--- src/design/mck_pkg.sv ---
`timescale 1ns / 1ps

package mck_pkg;

  localparam int TABLE_LEN = 41;
  localparam int TAB_IDX_W = 6;
  localparam int TICK_W    = 16;
  localparam int REG_IDX_W = 2;

  localparam logic [REG_IDX_W-1:0] REG_UNIT      = 2'd0;
  localparam logic [REG_IDX_W-1:0] REG_INTERCHAR = 2'd1;
  localparam logic [REG_IDX_W-1:0] REG_INTERWORD = 2'd2;
  localparam logic [REG_IDX_W-1:0] REG_FINAL     = 2'd3;

  localparam logic [TICK_W-1:0] UNIT_RST      = 16'd100;
  localparam logic [TICK_W-1:0] INTERCHAR_RST = 16'd200;
  localparam logic [TICK_W-1:0] INTERWORD_RST = 16'd700;
  localparam logic [TICK_W-1:0] FINAL_RST     = 16'd1000;

  typedef struct packed {
    logic [7:0] char_code;
    logic       end_of_message;
  } in_t;

  typedef struct packed {
    logic              line_level;
    logic [TICK_W-1:0] hold_ticks;
    logic              last_of_char;
  } out_t;

  typedef enum logic [2:0] {
    ST_IDLE,
    ST_LOOKUP,
    ST_FIND,
    ST_BITS,
    ST_REST,
    ST_SPACE,
    ST_FINAL
  } state_t;

  function automatic logic [7:0] sym_char(input logic [TAB_IDX_W-1:0] idx);
    logic [7:0] c;
    case (idx)
      6'd0:  c = "0";
      6'd1:  c = "1";
      6'd2:  c = "2";
      6'd3:  c = "3";
      6'd4:  c = "4";
      6'd5:  c = "5";
      6'd6:  c = "6";
      6'd7:  c = "7";
      6'd8:  c = "8";
      6'd9:  c = "9";
      6'd10: c = "A";
      6'd11: c = "B";
      6'd12: c = "C";
      6'd13: c = "D";
      6'd14: c = "E";
      6'd15: c = "F";
      6'd16: c = "G";
      6'd17: c = "H";
      6'd18: c = "I";
      6'd19: c = "J";
      6'd20: c = "K";
      6'd21: c = "L";
      6'd22: c = "M";
      6'd23: c = "N";
      6'd24: c = "O";
      6'd25: c = "P";
      6'd26: c = "Q";
      6'd27: c = "R";
      6'd28: c = "S";
      6'd29: c = "T";
      6'd30: c = "U";
      6'd31: c = "V";
      6'd32: c = "W";
      6'd33: c = "X";
      6'd34: c = "Y";
      6'd35: c = "Z";
      6'd36: c = ".";
      6'd37: c = ",";
      6'd38: c = "?";
      6'd39: c = "-";
      6'd40: c = " ";
      default: c = 8'h00;
    endcase
    return c;
  endfunction

  // dot = 10, dash = 1110
  function automatic logic [31:0] sym_code(input logic [TAB_IDX_W-1:0] idx);
    logic [31:0] p;
    case (idx)
      6'd0:  p = 32'hEEEEE;
      6'd1:  p = 32'h2EEEE;
      6'd2:  p = 32'hAEEE;
      6'd3:  p = 32'h2AEE;
      6'd4:  p = 32'hAAE;
      6'd5:  p = 32'h2AA;
      6'd6:  p = 32'hEAA;
      6'd7:  p = 32'h3BAA;
      6'd8:  p = 32'hEEEA;
      6'd9:  p = 32'h3BBBA;
      6'd10: p = 32'h2E;
      6'd11: p = 32'h3AA;
      6'd12: p = 32'hEBA;
      6'd13: p = 32'hEA;
      6'd14: p = 32'h2;
      6'd15: p = 32'h2BA;
      6'd16: p = 32'h3BA;
      6'd17: p = 32'hAA;
      6'd18: p = 32'hA;
      6'd19: p = 32'h2EEE;
      6'd20: p = 32'h3AE;
      6'd21: p = 32'h2EA;
      6'd22: p = 32'hEE;
      6'd23: p = 32'h3A;
      6'd24: p = 32'hEEE;
      6'd25: p = 32'hBBA;
      6'd26: p = 32'h3BAE;
      6'd27: p = 32'hBA;
      6'd28: p = 32'h2A;
      6'd29: p = 32'hE;
      6'd30: p = 32'hAE;
      6'd31: p = 32'h2AE;
      6'd32: p = 32'h2EE;
      6'd33: p = 32'hEAE;
      6'd34: p = 32'h3AEE;
      6'd35: p = 32'hEEA;
      6'd36: p = 32'h2EBAE;
      6'd37: p = 32'hEEAEE;
      6'd38: p = 32'hAEEA;
      6'd39: p = 32'hEAAE;
      default: p = 32'h0;
    endcase
    return p;
  endfunction

endpackage

--- src/design/mck_out_reg.sv ---
`timescale 1ns / 1ps

module mck_out_reg (
  input  logic          clk,
  input  logic          rst,
  input  logic          push,
  input  mck_pkg::out_t push_data,
  output logic          space,
  output logic          out_valid,
  input  logic          out_ready,
  output mck_pkg::out_t out_data
);
  import mck_pkg::*;

  logic full;
  out_t data;

  assign space     = !full || out_ready;
  assign out_valid = full;
  assign out_data  = data;

  always_ff @(posedge clk) begin
    if (rst) begin
      full <= 1'b0;
    end else if (push) begin
      full <= 1'b1;
    end else if (out_ready) begin
      full <= 1'b0;
    end
  end

  always_ff @(posedge clk) begin
    if (push) begin
      data <= push_data;
    end
  end

endmodule

--- src/design/morse_char_keyer.sv ---
`timescale 1ns / 1ps

// channel  dir  handshake               payload
// in       in   in_valid / in_ready     in_data   (char_code, end_of_message)
// out      out  out_valid / out_ready   out_data  (line_level, hold_ticks, last_of_char)
// cfg      in   cfg_we                  cfg_index, cfg_data
//
// One character: an accept, a table compare scan of up to min(ALPHABET_SIZE,41) entries,
// a shift search for the leading one, then one beat per cycle while the output has space.
// A single shift register serves the search and the beats; in_ready is high only when idle.
// Output stalls hold the sequencer; the output register lets the last beat wait while idle.
// Reset is synchronous; registers return to 100/200/700/1000.

module morse_char_keyer #(
  parameter int CODE_BITS     = 24,
  parameter int ALPHABET_SIZE = 41
) (
  input  logic                        clk,
  input  logic                        rst,
  input  logic                        in_valid,
  output logic                        in_ready,
  input  mck_pkg::in_t                in_data,
  output logic                        out_valid,
  input  logic                        out_ready,
  output mck_pkg::out_t               out_data,
  input  logic                        cfg_we,
  input  logic [mck_pkg::REG_IDX_W-1:0] cfg_index,
  input  logic [mck_pkg::TICK_W-1:0]  cfg_data
);
  import mck_pkg::*;

  localparam int LOOK_N = (ALPHABET_SIZE < TABLE_LEN) ? ALPHABET_SIZE : TABLE_LEN;
  localparam int IDX_W  = (LOOK_N > 1) ? $clog2(LOOK_N) : 1;
  localparam int PAT_W  = CODE_BITS - 1;
  localparam int POS_W  = $clog2(PAT_W);

  logic [TICK_W-1:0] unit_ticks;
  logic [TICK_W-1:0] interchar_rest_ticks;
  logic [TICK_W-1:0] interword_ticks;
  logic [TICK_W-1:0] final_ticks;

  state_t           state, state_next;
  logic [IDX_W-1:0] idx, idx_next;
  logic [PAT_W-1:0] pat, pat_next;
  logic [POS_W-1:0] pos, pos_next;
  logic [7:0]       ch, ch_next;
  logic             eom, eom_next;

  logic        push;
  out_t        push_data;
  logic        space;
  logic [31:0] code_word;
  logic        hit;

  always_ff @(posedge clk) begin
    if (rst) begin
      unit_ticks           <= UNIT_RST;
      interchar_rest_ticks <= INTERCHAR_RST;
      interword_ticks      <= INTERWORD_RST;
      final_ticks          <= FINAL_RST;
    end else if (cfg_we) begin
      case (cfg_index)
        REG_UNIT:      unit_ticks           <= cfg_data;
        REG_INTERCHAR: interchar_rest_ticks <= cfg_data;
        REG_INTERWORD: interword_ticks      <= cfg_data;
        REG_FINAL:     final_ticks          <= cfg_data;
        default:       ;
      endcase
    end
  end

  always_ff @(posedge clk) begin
    if (rst) begin
      state <= ST_IDLE;
    end else begin
      state <= state_next;
    end
  end

  always_ff @(posedge clk) begin
    idx <= idx_next;
    pat <= pat_next;
    pos <= pos_next;
    ch  <= ch_next;
    eom <= eom_next;
  end

  assign hit      = (sym_char(TAB_IDX_W'(idx)) == ch);
  assign in_ready = (state == ST_IDLE);

  always_comb begin
    state_next = state;
    idx_next   = idx;
    pat_next   = pat;
    pos_next   = pos;
    ch_next    = ch;
    eom_next   = eom;
    push       = 1'b0;
    push_data  = '0;
    code_word  = sym_code(TAB_IDX_W'(idx));
    case (state)
      ST_IDLE: begin
        if (in_valid) begin
          ch_next    = in_data.char_code;
          eom_next   = in_data.end_of_message;
          idx_next   = '0;
          state_next = ST_LOOKUP;
        end
      end
      ST_LOOKUP: begin
        if (hit || idx == IDX_W'(LOOK_N - 1)) begin
          if (!hit) begin
            code_word = sym_code('0);
          end
          pat_next   = code_word[PAT_W-1:0];
          pos_next   = POS_W'(PAT_W - 1);
          state_next = ST_FIND;
        end else begin
          idx_next = idx + 1'b1;
        end
      end
      ST_FIND: begin
        if (pat[PAT_W-1]) begin
          state_next = ST_BITS;
        end else if (pos == '0) begin
          state_next = ST_SPACE;
        end else begin
          pat_next = {pat[PAT_W-2:0], 1'b0};
          pos_next = pos - 1'b1;
        end
      end
      ST_BITS: begin
        if (space) begin
          push                 = 1'b1;
          push_data.line_level = pat[PAT_W-1];
          push_data.hold_ticks = unit_ticks;
          pat_next             = {pat[PAT_W-2:0], 1'b0};
          if (pos == '0) begin
            state_next = ST_REST;
          end else begin
            pos_next = pos - 1'b1;
          end
        end
      end
      ST_REST, ST_SPACE: begin
        if (space) begin
          push                   = 1'b1;
          push_data.hold_ticks   = (state == ST_REST) ? interchar_rest_ticks
                                                      : interword_ticks;
          push_data.last_of_char = !eom;
          state_next             = eom ? ST_FINAL : ST_IDLE;
        end
      end
      ST_FINAL: begin
        if (space) begin
          push                   = 1'b1;
          push_data.hold_ticks   = final_ticks;
          push_data.last_of_char = 1'b1;
          state_next             = ST_IDLE;
        end
      end
      default: begin
        state_next = ST_IDLE;
      end
    endcase
  end

  mck_out_reg u_out (
    .clk       (clk),
    .rst       (rst),
    .push      (push),
    .push_data (push_data),
    .space     (space),
    .out_valid (out_valid),
    .out_ready (out_ready),
    .out_data  (out_data)
  );

endmodule

--- config.mk ---
export PLATFORM = sky130hd
export DESIGN_NAME = morse_char_keyer
export DESIGN_NICKNAME = d
export VERILOG_FILES = /design/src/design/mck_pkg.sv /design/src/design/mck_out_reg.sv /design/src/design/morse_char_keyer.sv
export SDC_FILE = /design/constraint.sdc
export NUM_CORES = 1
export LEC_CHECK = 0
export ABC_AREA = 1
export BUFFER_PORTS_ARGS = -buffer_cell sky130_fd_sc_hd__buf_2
export CORE_UTILIZATION = 37
export DETAILED_ROUTE_END_ITERATION = 12
export GPL_TIMING_DRIVEN = 1
export PLACE_DENSITY_LB_ADDON = 0.25
export SYNTH_ARGS = -nofsm -noshare
export SYNTH_HDL_FRONTEND = slang
export SYNTH_HIERARCHICAL = 1
export SYNTH_SLANG_ARGS = --single-unit
--- constraint.sdc ---
create_clock -name clk -period 14.25 [get_ports clk]
set_input_delay 0 -clock clk [delete_from_list [all_inputs] [get_ports clk]]
set_output_delay 0 -clock clk [all_outputs]
set_load 0.01 [all_outputs]
==> results.sh <==
export IMPL_yosysTopAreaCellShare=0.258
export IMPL_critPathBufInv=5
export IMPL_ctsLongestPathBuffers=2
export IMPL_dpl_cell_area_mm2=0.00768
export IMPL_slowest_stage="dfxtp_1"
export IMPL_ioPinCount=52
export IMPL_whs_path_depth=5
export IMPL_holdPathEnd="interword_ticks[3]"
export IMPL_die_y_um=142
export IMPL_setup_slack_ns=11.03
export IMPL_pwr_share_clk=0.237
export IMPL_min_path_type="primary input to register"
export IMPL_wire_per_inst_um=14.6
export IMPL_final_area_mm2=0.00854
export IMPL_critical_path_cell_chain="inv_2, nand3_1, inv_1, nor2_2, a21oi_2, buf_4, inv_1, a21oi_2, dlygate4sd3_1"
export IMPL_finalCriticalPeriod_ns=3.22
export IMPL_cp_data_arrival_time_ns=3.53
export IMPL_yosys_top_cells_area="dfxtp_1 (26%), edfxtp_1 (25%), nand2_1 (12%), nor2_1 (7.4%), o21ai_0 (6.0%)"
export IMPL_final_cell_mix="nand2_1 (235), nor2_1 (143), dfxtp_1 (93)"
export IMPL_avgSynthCellArea_um2=7.96
export IMPL_nFillCells=1900
export IMPL_finalPower_mw=1.87
export IMPL_dp_cells=1190
export IMPL_syn_inst=906
export IMPL_skew_ns=0.0136
export IMPL_first_pass_iters=5
export IMPL_ys_seq_area_frac=0.508
export IMPL_setup_viol=0
export IMPL_ff2ff_setup_slack_ns=11.03
export IMPL_fin_crit_sh=0.226
export IMPL_yosys_most_used_dff="dfxtp_1"
export IMPL_cts_sinks=153
export IMPL_swShare=0.424
export IMPL_vias=6156
export IMPL_core_area_mm2=0.0189
export IMPL_comb_power_share=0.420
export IMPL_final_common_cell="nand2_1"
export IMPL_multiInputGateArea_mm2=0.00310
export IMPL_status="complete, no violations"
export IMPL_port_buffer_count=51
export IMPL_startpoint_type="register"
export IMPL_synthArstFlopShare=0
export IMPL_area_delta_synth_final_pct=18.4
export IMPL_relSlewSlack=0.432
export IMPL_start_util=0.382
export IMPL_leakagePower_nw=3.68
export IMPL_worstHoldStart="cfg_index[0]"
export IMPL_critPathCaptureType="register"
export IMPL_worstReg2RegStart="state[0]"
export IMPL_grt_start_max_net_pins=67
export IMPL_antenna_found_initial=0
export IMPL_worstSkewPairLatency_ns=0.43
export IMPL_die_area_mm2=0.0200
export IMPL_tightest_slew_ns=0.850
export IMPL_synth_edf_count=60
export IMPL_wl_mm=18.3
export IMPL_grt_pass1_vias=5825
export IMPL_switchingPower_uw=793
export IMPL_avgViaCountPerCell=4.93
export IMPL_rows=50
export IMPL_instances_no_fill=1249
export IMPL_pre_cts_slack_ns=11.13
export IMPL_overflow=0
export IMPL_cell_internal_pwr_mw=1.08
export IMPL_slew_violations=0
export IMPL_cts_buffers=17
export IMPL_grt_use_total=0.194
export IMPL_path_clk_slew_ns=0.07
export IMPL_reg2regPathDepth=9
export IMPL_r2r_end="u_out/out_valid"
export IMPL_ctsRootBufferMaster="clkbuf_16"
export IMPL_route_detailed_drc=0
export IMPL_final_setup_tns_ns=0
export IMPL_synth_largest_area_cell="dfxtp_1"
export IMPL_syn_area_mm2=0.00721
export IMPL_hold_viol_final=0
export IMPL_h_tree_depth=4
export IMPL_slowest_delay_ns=0.88
export IMPL_gp_congestion=0.934
export IMPL_synth_seq_cells=153
export IMPL_cap_violations=0
export IMPL_worstPathMaxFanout=22
export IMPL_cts_setup_buffers=0
export IMPL_die_x_um=142
export IMPL_rsz0062_at_grt="no"
export IMPL_layout_drive_gt1_share=0.128
export IMPL_seqCellArea_mm2=0.00366
export IMPL_critical_path_class="register to register"
export IMPL_yosys_warnings=6
export IMPL_fmaxAchievable_ghz=0.310
export IMPL_hpwlAfterDp_mm=12.0
export IMPL_num_nets_final=1025
export IMPL_crit_required_ns=14.56
export IMPL_seqPwrFrac=0.343
export IMPL_grt_pass1_wl_mm=30.0
export IMPL_power_density_mw_per_mm2=219
export IMPL_syn_num_nets=955
export IMPL_cts_resized=0
export IMPL_synth_distinct_cells=42
export IMPL_tritoncts="done"
export IMPL_postRouteAntennaNets=0
export IMPL_crit_family="buffers and inverters"
export IMPL_ir_worst_vdd_uv=105
export IMPL_antenna_cells=0
export IMPL_drt_iter0_drc=467
[worst register-to-register path: stages, from the launching register on]
cell and delay, ns:
dfxtp_1 0.88, inv_2 0.34, nand3_1 0.23, inv_1 0.31, nor2_2 0.25, a21oi_2 0.09, buf_4 0.24, inv_1 0.15
a21oi_2 0.06, dlygate4sd3_1 0.55
[synth_stat cells, drive strengths merged, types with 2 or more instances]
cell type	number
a211oi	2
a21oi	14
a22o	4
a31oi	13
buf	11
clkbuf	21
clkinv	3
dfxtp	93
edfxtp	60
ha	17
inv	78
nand2	247
nand3	66
nand4	2
nor2	152
nor3	9
o211ai	7
o21ai	98
o221ai	2
[logic make-up (layout without fill, tap and decap cells)]
kind of cell | after synthesis | in the layout | share of synthesized area
simple gates | 476 | 476 | 0.281
fa+ha+maj | 17 | 17 | 0.0295
buf+inv | 113 | 196 | 0.0632
flops | 153 | 153 | 0.508
compound gates | 145 | 145 | 0.115
xor+xnor | 2 | 2 | 0.00243
[worst max path at each step]
stage          startpoint               to  depth (start not counted)
5_1_grt          state[0]  u_out/out_valid                          8
2_1_floorplan      idx[0]          pat[10]                          8
4_1_cts          state[0]  u_out/out_valid                          9
6_report         state[0]  u_out/out_valid                          9
3_5_place_dp     state[0]         register                         13
3_3_place_gp     state[0]         register                         15
[power groups by stage]
stage,sequential [mW],clock (mW),combinational [mW]
floorplan,0.646,0,0.571
global placement,0.651,0,0.778
detailed placement,0.652,0,0.768
CTS,0.643,0.452,0.779
global route,0.655,0.470,0.884
finish,0.643,0.443,0.787
[metal layers]
metal / vias to the layer above / global-route usage / routed length [µm]
li1: 3109 / - / -
met1: 2870 / 0.258 / 8640
met2: 155 / 0.313 / 8420
met3: 22 / 0.0429 / 916
met4: 0 / 0.0589 / 278
met5: - / 0 / 0
[metrics by stage]
stage           util  hold slack, ns
3_5_place_dp   0.407           0.179
5_1_grt        0.452           0.130
2_1_floorplan      -          0.0624
6_report       0.452           0.103
4_1_cts        0.452          0.0832
3_3_place_gp   0.407           0.177
[cell type report]
type                            count  share of cell area
Tap cell                          260              0.0381
Clock buffer                       23              0.0598
Clock inverter                      9             0.00865
Sequential cell                   153               0.429
Timing Repair Buffer               83              0.0660
Multi-Input combinational cell    640               0.363
Inverter                           81              0.0358
[repair_timing]
action                                 CTS  global route
hold buffers                            27             0
endpoints found under the hold margin   75             0
setup endpoints to repair                0             0
Note: power is estimated with default switching activity, not from simulation.
